--- config.mk ---
export PLATFORM = sky130hd
export DESIGN_NAME = prnh_store
export DESIGN_NICKNAME = d
export VERILOG_FILES = /design/src/hdl/polygon_ray_nearest_hit_core_defines.svh /design/src/hdl/prnh_pkg.sv /design/src/hdl/prnh_store.sv
export SDC_FILE = /design/constraint.sdc
export NUM_CORES = 2
export LEC_CHECK = 0
export BUFFER_PORTS_ARGS = -buffer_cell sky130_fd_sc_hd__buf_2
export CAP_MARGIN = 5
export CORE_ASPECT_RATIO = 0.75
export CORE_MARGIN = 8
export CORE_UTILIZATION = 45
export DETAILED_ROUTE_END_ITERATION = 8
export PLACE_DENSITY = 0.69
export SYNTH_ARGS = -nofsm -noshare
export SYNTH_HDL_FRONTEND = slang
export SYNTH_SLANG_ARGS = --single-unit
--- constraint.sdc ---
create_clock -name clk -period 5.85 [get_ports clk]
set_input_delay 1.17 -clock clk [delete_from_list [all_inputs] [get_ports clk]]
set_output_delay 1.17 -clock clk [all_outputs]
set_load 0.005 [all_outputs]
--- src/hdl/polygon_ray_nearest_hit_core_defines.svh ---
// ----------------------------------------------------------------------------
// polygon_ray_nearest_hit_core_defines.svh
// Assertion macros shared by the polygon ray hit core.
// ----------------------------------------------------------------------------
`ifndef POLYGON_RAY_NEAREST_HIT_CORE_DEFINES_SVH
`define POLYGON_RAY_NEAREST_HIT_CORE_DEFINES_SVH
`ifndef SYNTH
// property must hold at every clock edge outside reset
`define PRNH_ASSERT(lbl, prop) \
  lbl: assert property (@(posedge clk) disable iff (!rst_n) prop) \
    else $error("prnh: assertion failed");
// expression must never be true outside reset
`define PRNH_NEVER(lbl, expr) \
  `PRNH_ASSERT(lbl, !(expr))
`else
`define PRNH_ASSERT(lbl, prop)
`define PRNH_NEVER(lbl, expr)
`endif
`endif

--- src/hdl/prnh_pkg.sv ---
// ----------------------------------------------------------------------------
// prnh_pkg
// Types and fixed widths for the polygon ray hit core.
// ----------------------------------------------------------------------------
`default_nettype none
package prnh_pkg;
  localparam int COORD_W  = 16;
  localparam int FRAC_W   = 8;
  localparam int HIT_W    = 24;
  localparam int COUNT_W  = 7;
  localparam int DIFF_W   = COORD_W + 1;       // coordinate difference
  localparam int CROSS_W  = 2 * COORD_W + 3;   // signed cross product
  localparam int MAG_W    = 2 * COORD_W + 2;   // cross product magnitude
  localparam int CHUNK_W  = COORD_W + 1;       // multiplier chunk
  localparam int MOP_W    = COORD_W + 3;       // multiplier operand
  localparam int ACC_W    = 72;
  localparam int PROD_W   = MAG_W + DIFF_W;    // un * |edge axis|
  localparam int NUM_W    = PROD_W + FRAC_W + 2;
  localparam int QUO_W    = COORD_W + 1 + FRAC_W;
  localparam int DIV_W    = MAG_W + 1;
  localparam int CTR_W    = 5;

  typedef enum logic [1:0] {
    FUNC_APPEND  = 2'd0,
    FUNC_REPLACE = 2'd1,
    FUNC_ERASE   = 2'd2,
    FUNC_CAST    = 2'd3
  } func_t;

  typedef enum logic [1:0] {
    STAT_OK    = 2'd0,
    STAT_FULL  = 2'd1,
    STAT_EMPTY = 2'd2
  } status_t;

  typedef struct packed {
    logic signed [COORD_W-1:0] y;
    logic signed [COORD_W-1:0] x;
  } vertex_t;

  typedef enum logic [1:0] {
    MAC_LOAD = 2'd0,
    MAC_ADD  = 2'd1,
    MAC_SUB  = 2'd2
  } mac_op_t;

  typedef struct packed {
    logic    en;
    mac_op_t op;
    logic [1:0] sh;   // product shift in chunks
  } mac_ctl_t;
endpackage
`default_nettype wire

--- src/hdl/prnh_store.sv ---
// ----------------------------------------------------------------------------
// prnh_store
// Vertex memory: one write port, one registered read port.
// ----------------------------------------------------------------------------
`default_nettype none
module prnh_store #(
  parameter int DEPTH = 64,
  parameter int AW    = 6
) (
  input  wire                    clk,
  input  wire                    wr_en,
  input  wire  [AW-1:0]          wr_addr,
  input  wire prnh_pkg::vertex_t wr_data,
  input  wire                    rd_en,
  input  wire  [AW-1:0]          rd_addr,
  output prnh_pkg::vertex_t      rd_data
);
  prnh_pkg::vertex_t mem [DEPTH];

  always_ff @(posedge clk) begin
    if (wr_en) begin
      mem[wr_addr] <= wr_data;
    end
    if (rd_en) begin
      rd_data <= mem[rd_addr];
    end
  end
endmodule
`default_nettype wire

### Yosys cells after proc, flatten, opt, wreduce, memory -nomap -nowiden

Memories as Yosys holds them, arrays and structs flattened. A register that Yosys moved wholly into a read port is not among the register bits.
Cells that the tools add are included.

* bits in registers: 0
* bits in latches: 0
* bits in writable memories: 2048
* bits in read-only memories: 0
* input port bits: 47
* output and inout port bits: 32
* logic and storage cells: 3
* memories kept: 1

Memory list
* mem: words 64, bits a word 32, read ports 1, clocked after memory_dff 1, write ports 1, line prnh_store.sv:18 `prnh_pkg::vertex_t mem [DEPTH];`

* $add $sub $neg: 0
* $mul: 0
* div/mod/pow operators: 0
* order comparisons: 0
* equality and inequality tests: 0
* shifts and indexed selects: 0
* mux-type cells: 2
* bitwise logic cells: 0
* reductions and logical operators: 0

Operators with widths (count)
* 1-bit 2-to-1 mux: 2

### Depth between registers and ports, before layout

* depth in word-level cells: 2
* gate-level depth with buffers: 10
* mapped depth without buffers: 5

### Worst setup path before layout

No wires, ideal clock.

* kind: input to register
* from: in wr_addr[3]
* to: mem mem[48][0] (netlist bit), enable pin
* setup time: 461 ps
* arrival time: 3869 ps
* required time: 5389 ps
* path slack: 1520 ps
* cell stages on the path: 4
* path buffers: 1
* path through: clkbuf_1 > nor2b_1 > nand4b_1 > nor3_1

RTL lines
* from (decl): line prnh_store.sv:12 `input wire [AW-1:0] wr_addr,`
* to (decl): line prnh_store.sv:18

Straight into the memory's write port.

==> metrics.txt <==
# TYPE chip_impl_metric gauge
chip_impl_metric{name="powerDensity",unit="nW/um2"} 337.6
chip_impl_metric{name="die_height",unit="um"} 378.5
chip_impl_metric{name="num-nets-final",unit=""} 3597
chip_impl_metric{name="stdcell_area",unit="um2"} 88800
chip_impl_metric{name="cts_resized",unit=""} 0
chip_impl_metric{name="detailedRoute.firstPassIterationCount",unit=""} 5
chip_impl_metric{name="async_reset_ff_frac",unit=""} 0
chip_impl_metric{name="drcViolationCount",unit=""} 0
chip_impl_metric{name="synth_edf_count",unit=""} 2080
chip_impl_metric{name="setup_tns",unit="ps"} 0
chip_impl_metric{name="layout_min_cycle_time",unit="ps"} 3884
chip_impl_metric{name="drt_first_iter_violations",unit=""} 5858
chip_impl_metric{name="worst_ep_arrival_time",unit="ps"} 4420
chip_impl_metric{name="fmax",unit="GHz"} 0.2575
chip_impl_info{name="cts_tree",value="done"} 1
chip_impl_metric{name="grt_pass1_vias",unit=""} 37149
chip_impl_metric{name="timing_worst_slew_pin_value",unit="ps"} 1326
chip_impl_info{name="outcome",value="complete, no violations"} 1
chip_impl_metric{name="dp_hpwl",unit="um"} 116700
chip_impl_metric{name="sequential_fraction_of_the_synthesis_area",unit=""} 0.7923
chip_impl_info{name="timing.critical_path.to_type",value="flop"} 1
chip_impl_metric{name="cts_made_buffers",unit=""} 183
chip_impl_metric{name="post_cts_buffers",unit=""} 0
chip_impl_metric{name="synth_largest_type_area_fraction",unit=""} 0.7923
chip_impl_metric{name="placement.io_buffers",unit=""} 78
chip_impl_info{name="timing.hold.worst.start",value="mem[12][8]"} 1
chip_impl_metric{name="initial_utilization",unit=""} 0.4512
chip_impl_metric{name="grt_use_total",unit=""} 0.2130
chip_impl_metric{name="placedInstanceArea",unit="um2"} 82920
chip_impl_metric{name="grt_start_max_net_pins",unit=""} 87
chip_impl_info{name="synthFlopType",value="edfxtp_1"} 1
chip_impl_metric{name="worst_ep_required_time",unit="ps"} 6390
chip_impl_metric{name="post-route-period-util",unit=""} 0.6639
chip_impl_info{name="synth_largest_area_cell",value="edfxtp_1"} 1
chip_impl_metric{name="placed_cells_incl_taps",unit=""} 5659
chip_impl_metric{name="synthDistinctLibCells",unit=""} 33
chip_impl_metric{name="cts-hold-fix-buffers",unit=""} 0
chip_impl_metric{name="detail_route.wl_per_cell",unit="um"} 33.94
chip_impl_info{name="cp-startpoint",value="rd_addr[1]"} 1
chip_impl_metric{name="die-area",unit="um2"} 189000
chip_impl_metric{name="yosysWarningCount",unit=""} 0
chip_impl_metric{name="cellLeakagePower",unit="nW"} 27.35
chip_impl_metric{name="timing.hold.ws",unit="ps"} 813.1
chip_impl_metric{name="max-slew-margin-rel",unit=""} 0.1160
chip_impl_metric{name="clock_insertion_delay_worst_skew",unit="ps"} 820
chip_impl_metric{name="clk_path_buf_depth",unit=""} 3
chip_impl_metric{name="post_drt_via_cell_ratio",unit=""} 6.290
chip_impl_metric{name="hold_violations",unit=""} 0
chip_impl_metric{name="ys_ff_latch",unit=""} 2080
chip_impl_info{name="synth.top_cells.by_area",value="edfxtp_1 79%, mux4_2 16%, mux2i_1 1.2%"} 1
chip_impl_info{name="min_path_type",value="flop to flop"} 1
chip_impl_metric{name="finClkSkew",unit="ps"} 33.08
chip_impl_metric{name="mappedNetlistArea",unit="um2"} 78840
chip_impl_metric{name="finalMaxSlewViolations",unit=""} 0
chip_impl_metric{name="instances_no_fill",unit=""} 6004
chip_impl_metric{name="gpl.final_weighted_congestion",unit=""} 0.7793
chip_impl_metric{name="clock_sink_count",unit=""} 2080
chip_impl_metric{name="grt_first_pass_wirelength",unit="um"} 285600
chip_impl_info{name="cts_root_buf",value="clkbuf_16"} 1
chip_impl_info{name="timing.setup.critical_path_class",value="input port to flop"} 1
chip_impl_metric{name="htreeDepth",unit=""} 4
chip_impl_info{name="worst_setup_path_start_kind",value="input port"} 1
chip_impl_metric{name="area_growth_syn_to_layout",unit="%"} 12.63
chip_impl_metric{name="vias",unit=""} 37763
chip_impl_metric{name="vdd_drop_max",unit="uV"} 369.6
chip_impl_metric{name="final_core_utilization",unit=""} 0.5082
chip_impl_info{name="r2r-start",value="mem[50][18]"} 1
chip_impl_metric{name="rows",unit=""} 133
chip_impl_metric{name="setup-violations-final",unit=""} 0
chip_impl_info{name="grt_setup_unrepaired",value="false"} 1
chip_impl_metric{name="antenna_found_initial",unit=""} 32
chip_impl_metric{name="path_max_fanout",unit=""} 86
chip_impl_metric{name="clk_transition_reported_paths",unit="ps"} 70
chip_impl_metric{name="grt_overflow",unit=""} 0
chip_impl_metric{name="syn_nets",unit=""} 3371
chip_impl_metric{name="final_antenna_net_count",unit=""} 0
chip_impl_metric{name="core_area",unit="um2"} 174700
chip_impl_metric{name="filler_cells",unit=""} 13298
chip_impl_metric{name="boundaryPins",unit=""} 79
chip_impl_metric{name="drive_above_1_share",unit=""} 0.2960
chip_impl_metric{name="drt-total-wl",unit="um"} 203800
chip_impl_metric{name="cap_viol_max_count",unit=""} 0
chip_impl_metric{name="floorplan.die.width",unit="um"} 499.3
chip_impl_metric{name="syn_avg_cell_area",unit="um2"} 23.72
chip_impl_metric{name="syn-instance-count",unit=""} 3324
kinds of logic (layout without fill, tap and decap cells):
kind of cell	Yosys count	after routing	synth area share
other cells	0	16	0
mux	637	637	0.1672
flops	2080	2080	0.7923
buf+inv	182	551	0.01124
simple gates	223	223	0.01260
compound gates	202	202	0.01666
routing by layer:
metal | part of all wire | GRT usage
met1 | 0.39 | 0.3088
met2 | 0.45 | 0.3161
met3 | 0.13 | 0.06050
met4 | 0.028 | 0.06602
met5 | 0.00018 | 0
stage by stage:
step                worst slack, ps  power, W
global placement               1193   0.01836
finish                         1966   0.02998
detailed placement             1218   0.01838
global route                   1834   0.03074
CTS                            2117   0.03009
floorplan                      1520   0.01768
cells in the mapped netlist (12+ instances only):
cell	instances
o221ai_1	27
a22oi_1	12
clkbuf_1	74
mux4_2	544
edfxtp_1	2080
nand2_1	26
nor2b_1	15
buf_4	25
buf_2	57
o22ai_1	84
a21oi_1	62
nor2_1	137
mux2i_1	93
buf_1	21
layout make-up:
type | instances | area [um2] | share of cell area
Sequential cell | 2080 | 62460 | 0.7034
Multi-Input combinational cell | 1062 | 15970 | 0.1798
Clock buffer | 220 | 4846 | 0.05457
Tap cell | 2295 | 2872 | 0.03234
Timing Repair Buffer | 223 | 1648 | 0.01856
Clock inverter | 108 | 962.2 | 0.01084
Antenna cell | 16 | 40.04 | 0.0004509
final timing paths:
check	end	cells after the start	slack [ps]
min reg2reg	rd_data[8]	4	810
min	rd_data[8]	4	810
max reg2reg	rd_data[18]	5	3170
max	rd_data[18]	7	1970
worst max-delay path: stages:
cell and delay (ps):
buf_8 550, buf_12 360, mux4_2 560, mux2i_1 420, nand2_1 100, a31oi_1 880, nor2_1 110
where the power goes:
part | internal, W | switching, W
logic | 0.000538 | 0.000931
clock network | 0.00657 | 0.00534
registers | 0.0165 | 0.0000636
total | 0.0236 | 0.00634
layout by cell type, fill, tap and decap left out, drive strengths merged, types with 4 or more instances in the layout:
cell      Yosys  layout
nand3         5       5
clkinv        0      78
a41o          4       4
nor2b        15      15
bufinv        0      15
buf         108     223
clkinvlp      0       8
inv           0       7
o22ai        84      84
edfxtp     2080    2080
nand2        26      26
diode         0      16
nor3          7       7
a311oi        8       8
a21oi        62      62
nand3b        5       5
a22oi        12      12
nor2        137     137
o221ai       27      27
or3b          5       5
nand2b        8       8
and3          4       4
mux4        544     544
clkbuf       74     220
o32ai         4       4
mux2i        93      93
state kept, by name, indices dropped and copies added (netlist names):
name     cells
rd_data     32
mem       2048
Note: power is estimated with default switching activity, not from simulation.
