**config.mk**
```make
export PLATFORM = sky130hd
export DESIGN_NAME = prnh_mac
export DESIGN_NICKNAME = d
export VERILOG_FILES = /design/src/hdl/polygon_ray_nearest_hit_core_defines.svh /design/src/hdl/prnh_pkg.sv /design/src/hdl/prnh_mac.sv
export SDC_FILE = /design/constraint.sdc
export NUM_CORES = 1
export LEC_CHECK = 0
export BUFFER_PORTS_ARGS = -buffer_cell sky130_fd_sc_hd__buf_2
export CAP_MARGIN = 20
export CORE_MARGIN = 2
export CORE_UTILIZATION = 32
export CTS_CLUSTER_SIZE = 12
export DETAILED_ROUTE_END_ITERATION = 10
export GPL_ROUTABILITY_DRIVEN = 0
export PLACE_DENSITY = 0.47
export REMOVE_ABC_BUFFERS = 1
export SETUP_SLACK_MARGIN = 0.05
export SYNTH_ARGS = -nofsm -noshare
export SYNTH_HDL_FRONTEND = slang
export SYNTH_SLANG_ARGS = --single-unit
```
**constraint.sdc**
```tcl
create_clock -name clk -period 10.5 [get_ports clk]
set_input_delay 1.05 -clock clk [delete_from_list [all_inputs] [get_ports clk]]
set_output_delay 1.05 -clock clk [all_outputs]
set_load 0.005 [all_outputs]
```
**src/hdl/polygon_ray_nearest_hit_core_defines.svh**
```systemverilog
// ----------------------------------------------------------------------------
// polygon_ray_nearest_hit_core_defines.svh
// Assertion macros shared by the polygon ray hit core.
// ----------------------------------------------------------------------------
`ifndef POLYGON_RAY_NEAREST_HIT_CORE_DEFINES_SVH
`define POLYGON_RAY_NEAREST_HIT_CORE_DEFINES_SVH
`ifndef SYNTH
// property must hold at every clock edge outside reset
`define PRNH_ASSERT(lbl, prop) \
  lbl: assert property (@(posedge clk) disable iff (!rst_n) prop) \
    else $error("prnh: assertion failed");
// expression must never be true outside reset
`define PRNH_NEVER(lbl, expr) \
  `PRNH_ASSERT(lbl, !(expr))
`else
`define PRNH_ASSERT(lbl, prop)
`define PRNH_NEVER(lbl, expr)
`endif
`endif

```
**src/hdl/prnh_pkg.sv**
```systemverilog
// ----------------------------------------------------------------------------
// prnh_pkg
// Types and fixed widths for the polygon ray hit core.
// ----------------------------------------------------------------------------
`default_nettype none
package prnh_pkg;
  localparam int COORD_W  = 16;
  localparam int FRAC_W   = 8;
  localparam int HIT_W    = 24;
  localparam int COUNT_W  = 7;
  localparam int DIFF_W   = COORD_W + 1;       // coordinate difference
  localparam int CROSS_W  = 2 * COORD_W + 3;   // signed cross product
  localparam int MAG_W    = 2 * COORD_W + 2;   // cross product magnitude
  localparam int CHUNK_W  = COORD_W + 1;       // multiplier chunk
  localparam int MOP_W    = COORD_W + 3;       // multiplier operand
  localparam int ACC_W    = 72;
  localparam int PROD_W   = MAG_W + DIFF_W;    // un * |edge axis|
  localparam int NUM_W    = PROD_W + FRAC_W + 2;
  localparam int QUO_W    = COORD_W + 1 + FRAC_W;
  localparam int DIV_W    = MAG_W + 1;
  localparam int CTR_W    = 5;

  typedef enum logic [1:0] {
    FUNC_APPEND  = 2'd0,
    FUNC_REPLACE = 2'd1,
    FUNC_ERASE   = 2'd2,
    FUNC_CAST    = 2'd3
  } func_t;

  typedef enum logic [1:0] {
    STAT_OK    = 2'd0,
    STAT_FULL  = 2'd1,
    STAT_EMPTY = 2'd2
  } status_t;

  typedef struct packed {
    logic signed [COORD_W-1:0] y;
    logic signed [COORD_W-1:0] x;
  } vertex_t;

  typedef enum logic [1:0] {
    MAC_LOAD = 2'd0,
    MAC_ADD  = 2'd1,
    MAC_SUB  = 2'd2
  } mac_op_t;

  typedef struct packed {
    logic    en;
    mac_op_t op;
    logic [1:0] sh;   // product shift in chunks
  } mac_ctl_t;
endpackage
`default_nettype wire

```
**src/hdl/prnh_mac.sv**
```systemverilog
// ----------------------------------------------------------------------------
// prnh_mac
// Shared multiply-accumulate unit: signed multiply, chunk shift, load/add/sub.
// ----------------------------------------------------------------------------
`default_nettype none
module prnh_mac (
  input  wire                                   clk,
  input  wire prnh_pkg::mac_ctl_t               ctl,
  input  wire signed [prnh_pkg::MOP_W-1:0]      op_a,
  input  wire signed [prnh_pkg::MOP_W-1:0]      op_b,
  output logic signed [prnh_pkg::ACC_W-1:0]     acc
);
  logic signed [2*prnh_pkg::MOP_W-1:0] prod;
  logic signed [prnh_pkg::ACC_W-1:0]   prod_ext;
  logic signed [prnh_pkg::ACC_W-1:0]   term;

  // product, sign extended and placed at its chunk position
  always_comb begin
    prod     = op_a * op_b;
    prod_ext = prnh_pkg::ACC_W'(prod);
    case (ctl.sh)
      2'd0:    term = prod_ext;
      2'd1:    term = prod_ext <<< prnh_pkg::CHUNK_W;
      default: term = prod_ext <<< (2 * prnh_pkg::CHUNK_W);
    endcase
  end

  always_ff @(posedge clk) begin
    if (ctl.en) begin
      case (ctl.op)
        prnh_pkg::MAC_LOAD: acc <= term;
        prnh_pkg::MAC_ADD:  acc <= acc + term;
        prnh_pkg::MAC_SUB:  acc <= acc - term;
        default:            acc <= acc;
      endcase
    end
  end
endmodule
`default_nettype wire

```
**Word level (Yosys, flattened, before mapping)**

Cells that the tools add are included.

- Bits in latches: 0
- Input port bits: 44
- Memories kept: 0
- Flip-flop bits (word level): 72
- Bits in read-only memories: 0
- Memory bits (writable): 0

- Muxes and demuxes: 2
- Reduce and logical (&&, ||, !) cells: 4
- Multiply operators: 1
- Divide/modulo/power cells: 0
- Shift-type cells: 0
- Magnitude comparators: 0
- Bitwise logic cells: 0
- Equality and inequality tests: 3
- $add $sub $neg: 2

Operators with widths:

| cell | count |
|---|---|
| 72-bit one-hot mux with 3 select lines | 1 |
| 71-bit one-hot mux with 2 select lines | 1 |
| 72-bit adder | 1 |
| 72-bit subtractor | 1 |
| 19-bit by 19-bit multiplier with 38-bit output | 1 |
| 2-bit by 1-bit == test with 1-bit output (second input constant) | 2 |
| 2-bit logical NOT | 2 |
| 3-bit nonzero test | 1 |
| 2-bit == test (second input constant) | 1 |
| 2-bit AND reduction | 1 |

**Logic depth before layout (Yosys ltp)**

- Word-level depth: 4
- Depth in mapped cells: 42
- Mapped depth without buffers: 38

**Worst setup path before layout**

No wires, ideal clock.

- Kind: in2reg
- Start: input op_a[18] (netlist bit)
- End: register acc[70] (netlist bit), data pin
- Path buffers: 4
- Setup slack: -886 ps
- Data arrival time: 11,126 ps
- Data required time: 10,240 ps
- Stages on the path: 37
- Cell sequence: clkbuf_1 -> clkbuf_1 -> nand2_1 -> fa_1 -> fa_1 -> fa_1 -> inv_1 -> fa_1 -> fa_1 -> fa_1 -> ha_1 -> ha_1 -> clkbuf_1 -> a21oi_1 -> o21ai_1 -> a2111oi_4 -> and4bb_1 -> nor4_1 -> a221oi_2 -> o31ai_1 -> or4_1 -> or2_1 -> nand2_1 -> xnor2_1 -> ha_1 -> clkbuf_1 -> and3_1 -> and2_1 -> a221o_1 -> a221oi_1 -> o21a_1 -> o21ai_0 -> a211oi_1 -> nor3_1 -> a211o_1 -> xor2_1 -> mux2_2

- Word-level cells in the longest chain between the ends: 4
- Elaborated cells on any way between the ends: 5
- Classes of those cells: add/sub (2); mul (1); mux (2)

RTL lines:

| item | RTL line | RTL |
|---|---|---|
| start: declaration | prnh_mac.sv:9 | `input wire signed [prnh_pkg::MOP_W-1:0] op_a,` |
| 19-bit by 19-bit multiplier with 38-bit output (*) | prnh_mac.sv:19 | `prod = op_a * op_b;` |
| 71-bit one-hot mux with 2 select lines (*) | prnh_mac.sv:21 | `case (ctl.sh)` |
| 72-bit subtractor or 72-bit adder (tied branches) | prnh_mac.sv:33, prnh_mac.sv:32 |  |
| 72-bit one-hot mux with 3 select lines (*) | prnh_mac.sv:30 | `case (ctl.op)` |
| end signal: assignment | prnh_mac.sv:31 | `prnh_pkg::MAC_LOAD: acc <= term;` |
| end signal: assignment | prnh_mac.sv:32 | `prnh_pkg::MAC_ADD: acc <= acc + term;` |
| end signal: assignment | prnh_mac.sv:33 | `prnh_pkg::MAC_SUB: acc <= acc - term;` |
| end: declaration | prnh_mac.sv:11 | `output logic signed [prnh_pkg::ACC_W-1:0] acc` |

Every way passes the cells marked *; elsewhere a longest branch is shown, timed or not.
A chain may end at the register's enable or synchronous reset.

**Worst setup path after layout**

- Start: input op_a[5] (netlist bit)
- End: register acc[71] (netlist bit), data pin

- Word-level cells in the longest chain between the ends: 4
- Elaborated cells on any way between the ends: 5
- Classes of those cells: add/sub (2); mul (1); mux (2)

RTL lines:

| item | RTL line |
|---|---|
| 19-bit by 19-bit multiplier with 38-bit output (*) | prnh_mac.sv:19 |
| 71-bit one-hot mux with 2 select lines | prnh_mac.sv:21 |
| 72-bit subtractor or 72-bit adder (tied branches) | prnh_mac.sv:33, prnh_mac.sv:32 |
| 72-bit one-hot mux with 3 select lines (*) | prnh_mac.sv:30 |

Marks and branches as above.

==> run_summary.xml <==
<?xml version="1.0" encoding="UTF-8"?>
<metrics>
  <group name="setup_path">
    <metric name="max_fo_critical_path" unit="">4</metric>
    <metric name="cpLargestDelayFamily" unit="">adder cells</metric>
    <metric name="worstPathBufferInverterCount" unit="">8</metric>
    <metric name="max_stage_delay" unit="ns">0.60</metric>
    <metric name="crit_required" unit="ns">10.73</metric>
    <metric name="critical_path_class" unit="">primary input to register</metric>
    <metric name="crit_arrival" unit="ns">11.16</metric>
    <metric name="crit_path_frequent_cell" unit="">sky130_fd_sc_hd__fa_1</metric>
    <metric name="setup_crit_end_kind" unit="">register</metric>
    <metric name="reg2reg_slack" unit="ns">6.29</metric>
    <metric name="critical_path.startpoint_type" unit="">primary input</metric>
    <metric name="worst_path_max_delay_cell" unit="">sky130_fd_sc_hd__fa_2</metric>
  </group>
  <group name="logic_synthesis">
    <metric name="synth_sequential_area_ratio" unit="">0.0876</metric>
    <metric name="synth_top_family_by_area" unit="">adder cells</metric>
    <metric name="ys.flop_type" unit="">sky130_fd_sc_hd__edfxtp_1</metric>
    <metric name="synth_xor_xnor_area_share" unit="">0.0504</metric>
    <metric name="async_flop_share" unit="">0</metric>
    <metric name="ys_ff_latch" unit="">72</metric>
    <metric name="number_of_distinct_library_cells_after_synthesis" unit="">89</metric>
    <metric name="post_synth.cell_area_avg" unit="um2">8.33</metric>
    <metric name="synth_mux_area_frac" unit="">0.00928</metric>
    <metric name="fraction_of_the_mapped_netlist_area_in_simple_logic_gates" unit="">0.201</metric>
    <metric name="synth_edf_count" unit="">72</metric>
    <metric name="synthesis.instances" unit="">2963</metric>
    <metric name="synth-compound-area-share" unit="">0.174</metric>
    <metric name="mappedNetlistArea" unit="um2">24700</metric>
    <metric name="yosys_warnings" unit="">0</metric>
    <metric name="synth_adder_area_share" unit="">0.395</metric>
  </group>
  <group name="placement">
    <metric name="port_buffers" unit="">115</metric>
    <metric name="pre_cts_slack" unit="ns">-1.34</metric>
    <metric name="placedInstanceArea" unit="um2">31000</metric>
    <metric name="dp_hpwl" unit="um">73200</metric>
  </group>
  <group name="cells_and_area">
    <metric name="registers.top_by_ff_count" unit="">acc</metric>
    <metric name="largest_reg_flops" unit="">72</metric>
    <metric name="layout.cells.most_common" unit="">sky130_fd_sc_hd__buf_4</metric>
    <metric name="total_area_of_sequential_cells" unit="um2">2160</metric>
    <metric name="areaGrowthSynthToFinish" unit="%">33.4</metric>
    <metric name="final_cell_mix" unit="">704 x sky130_fd_sc_hd__buf_4, 379 x sky130_fd_sc_hd__inv_1, 361 x sky130_fd_sc_hd__fa_1, 297 x sky130_fd_sc_hd__nand2_1, 204 x sky130_fd_sc_hd__and2_1</metric>
    <metric name="layout.nets" unit="">4253</metric>
    <metric name="postLayoutCellArea" unit="um2">32900</metric>
    <metric name="multi_input_comb_area" unit="um2">21600</metric>
    <metric name="n_fill_cell" unit="">7640</metric>
    <metric name="drive_gt1_frac" unit="">0.289</metric>
    <metric name="largest_registers" unit="">acc: 72 flops</metric>
  </group>
  <group name="timing">
    <metric name="tightest_slew" unit="ns">0.903</metric>
    <metric name="part_of_the_cycle_the_worst_path_needs" unit="">1.04</metric>
    <metric name="fmaxAchievable" unit="MHz">91.4</metric>
    <metric name="final_critical_path_setup_slack" unit="ns">-0.436</metric>
    <metric name="grt_setup_unrepaired" unit="">yes</metric>
    <metric name="hold_viol_final" unit="">0</metric>
    <metric name="finalWorstPathRequiredPeriod" unit="ns">10.94</metric>
    <metric name="worst_slew_margin_rel" unit="">0.398</metric>
    <metric name="setup_viol" unit="">20</metric>
    <metric name="final-max-slew-violation-count" unit="">0</metric>
    <metric name="clock_skew" unit="ns">0.0165</metric>
  </group>
  <group name="cts">
    <metric name="cts_max_level" unit="">3</metric>
    <metric name="cts.path.max_buffers" unit="">2</metric>
    <metric name="cts_buffers" unit="">9</metric>
    <metric name="clock_tree.root_cell" unit="">sky130_fd_sc_hd__clkbuf_16</metric>
    <metric name="clock_latency" unit="ns">0.38</metric>
    <metric name="clock-sinks" unit="">72</metric>
    <metric name="tritoncts" unit="">yes</metric>
    <metric name="worst_setup_hold_path_clk_slew" unit="ns">0.07</metric>
  </group>
  <group name="die">
    <metric name="initial_core_util" unit="">0.324</metric>
    <metric name="die_w" unit="um">282</metric>
    <metric name="fp.dieArea" unit="um2">79300</metric>
    <metric name="die_height" unit="um">282</metric>
    <metric name="fp-row-count" unit="">101</metric>
    <metric name="core" unit="um2">76100</metric>
    <metric name="pin_count" unit="">116</metric>
  </group>
  <group name="drt">
    <metric name="wl_met3" unit="um">2940</metric>
    <metric name="routedLengthMet1" unit="um">39200</metric>
    <metric name="highest-signal-layer" unit="">met5</metric>
    <metric name="routed_wire_length" unit="um">87300</metric>
    <metric name="route.antenna.remaining_nets" unit="">0</metric>
    <metric name="remaining_drc_errors" unit="">0</metric>
    <metric name="num_vias" unit="">23855</metric>
    <metric name="met2_length" unit="um">42300</metric>
    <metric name="avgRoutedWirePerCell" unit="um">18.6</metric>
    <metric name="number_of_drc_markers_after_the_initial_detailed_route_iteration" unit="">1478</metric>
    <metric name="vias_per_cell" unit="">5.09</metric>
    <metric name="dr.pass1.iters" unit="">5</metric>
  </group>
  <group name="hold_path">
    <metric name="timing.hold.worst.class" unit="">register to register</metric>
  </group>
  <group name="status">
    <metric name="failed_checks" unit="">setup timing</metric>
    <metric name="result_of_the_run" unit="">finished with violations</metric>
  </group>
  <group name="global_route">
    <metric name="antenna_found_initial" unit="">3</metric>
    <metric name="wire_length_of_the_first_global_routing_pass" unit="um">141000</metric>
    <metric name="maximum_number_of_pins_on_one_net_before_global_route_repair" unit="">76</metric>
    <metric name="global_route.usage.total" unit="">0.224</metric>
    <metric name="grt_pass1_vias" unit="">25428</metric>
    <metric name="leftover_overflow_at_the_end_of_global_routing" unit="">0</metric>
  </group>
  <group name="flow_run">
    <metric name="max_cap_violations" unit="">0</metric>
  </group>
</metrics>
synthesized netlist by cell type (all sizes together), types with 7 or more instances:
cell       n  share of area
inv      384          0.058
nand3     60          0.012
a22oi     11         0.0033
o2111ai    7         0.0025
clkbuf   122          0.019
nand2b    25         0.0063
or3       21         0.0055
a31oi     34         0.0086
buf       28         0.0056
mux2i     15         0.0061
a21oi    210          0.043
a21boi     9         0.0027
xnor2     75          0.027
a211o     13         0.0046
ha       187          0.095
a41oi      8         0.0028
and3      25         0.0063
and2     216          0.055
nor3      52          0.011
o211ai    21         0.0064
and4      12         0.0043
a221o      7         0.0028
o21ai    113          0.023
o31ai     19         0.0058
nand4     31         0.0081
or2       10         0.0025
xor2      67          0.024
nor2b     11         0.0028
a211oi    28         0.0087
nor2     171          0.026
edfxtp    72          0.088
a22o       7         0.0025
fa       370           0.30
a311oi     7         0.0025
o21bai    14         0.0043
nor4      19         0.0059
mux2       7         0.0032
a21o      62          0.019
nand2    301          0.046
o21a      29         0.0088
worst reg2reg max path: stages (launching register included):
cell and delay [ns]:
sky130_fd_sc_hd__edfxtp_1 0.38, sky130_fd_sc_hd__inv_1 0.07, sky130_fd_sc_hd__ha_1 0.16, sky130_fd_sc_hd__inv_1 0.06, sky130_fd_sc_hd__fa_1 0.39, sky130_fd_sc_hd__a21oi_1 0.31
sky130_fd_sc_hd__o211ai_1 0.19, sky130_fd_sc_hd__a211oi_1 0.32, sky130_fd_sc_hd__buf_4 0.17, sky130_fd_sc_hd__o31ai_1 0.08, sky130_fd_sc_hd__buf_4 0.15, sky130_fd_sc_hd__nor2b_1 0.17
sky130_fd_sc_hd__a211o_4 0.42, sky130_fd_sc_hd__a211oi_4 0.32, sky130_fd_sc_hd__nor3_4 0.07, sky130_fd_sc_hd__a211o_1 0.30, sky130_fd_sc_hd__xor2_1 0.15, sky130_fd_sc_hd__mux2_4 0.25
layout make-up:
class	instances	share of cell area
well taps	1030	0.0392
clock inverters	6	0.00327
inverters	385	0.0439
repair buffers	828	0.185
clock buffers	10	0.00696
diodes	1	0.0000761
multi-input cells	2356	0.656
flip-flops and latches	72	0.0657
layer usage:
metal / track usage / vias to the layer above
li1: - / 11320
met1: 0.301 / 11837
met4: 0.0713 / 2
met3: 0.0123 / 130
met5: 0 / -
met2: 0.385 / 566
worst paths after layout:
| path | start | to | cells past startpoint |
|---|---|---|---|
| max | op_a[5] | acc[71] | 39 |
| min | acc[0] | acc[0] | 3 |
| max reg2reg | acc[0] | acc[70] | 17 |
| min reg2reg | acc[0] | acc[0] | 3 |
per-stage QoR:
| stage | setup TNS, ns | hold slack [ns] | std cells | util |
|---|---|---|---|---|
| 2_1_floorplan | -1.77 | 0.766 | 2813 | - |
| 3_3_place_gp | -21.31 | 0.776 | 4627 | 0.408 |
| 3_5_place_dp | -22.78 | 0.800 | 4627 | 0.408 |
| 4_1_cts | -2.22 | 0.811 | 4664 | 0.424 |
| 5_1_grt | -11.92 | 0.857 | 4688 | 0.432 |
| 6_report | -3.40 | 0.798 | 4688 | 0.432 |
cells by family after synthesis:
| family | Yosys count |
|---|---|
| compound gates | 655 |
| xor+xnor | 142 |
| fa+ha+maj | 557 |
| buf+inv | 535 |
| flops | 72 |
| mux | 22 |
| simple gates | 980 |
timing repair:
action                     in CTS  in global routing
resized for setup             169                 98
setup endpoints to repair      29                 38
buffers inserted               22                 24
pin swaps                      82                 87
hold buffers                    0                  0
Power is not shown: default switching activity piles up to over one toggle a cycle in this logic, so the estimate is an artifact.
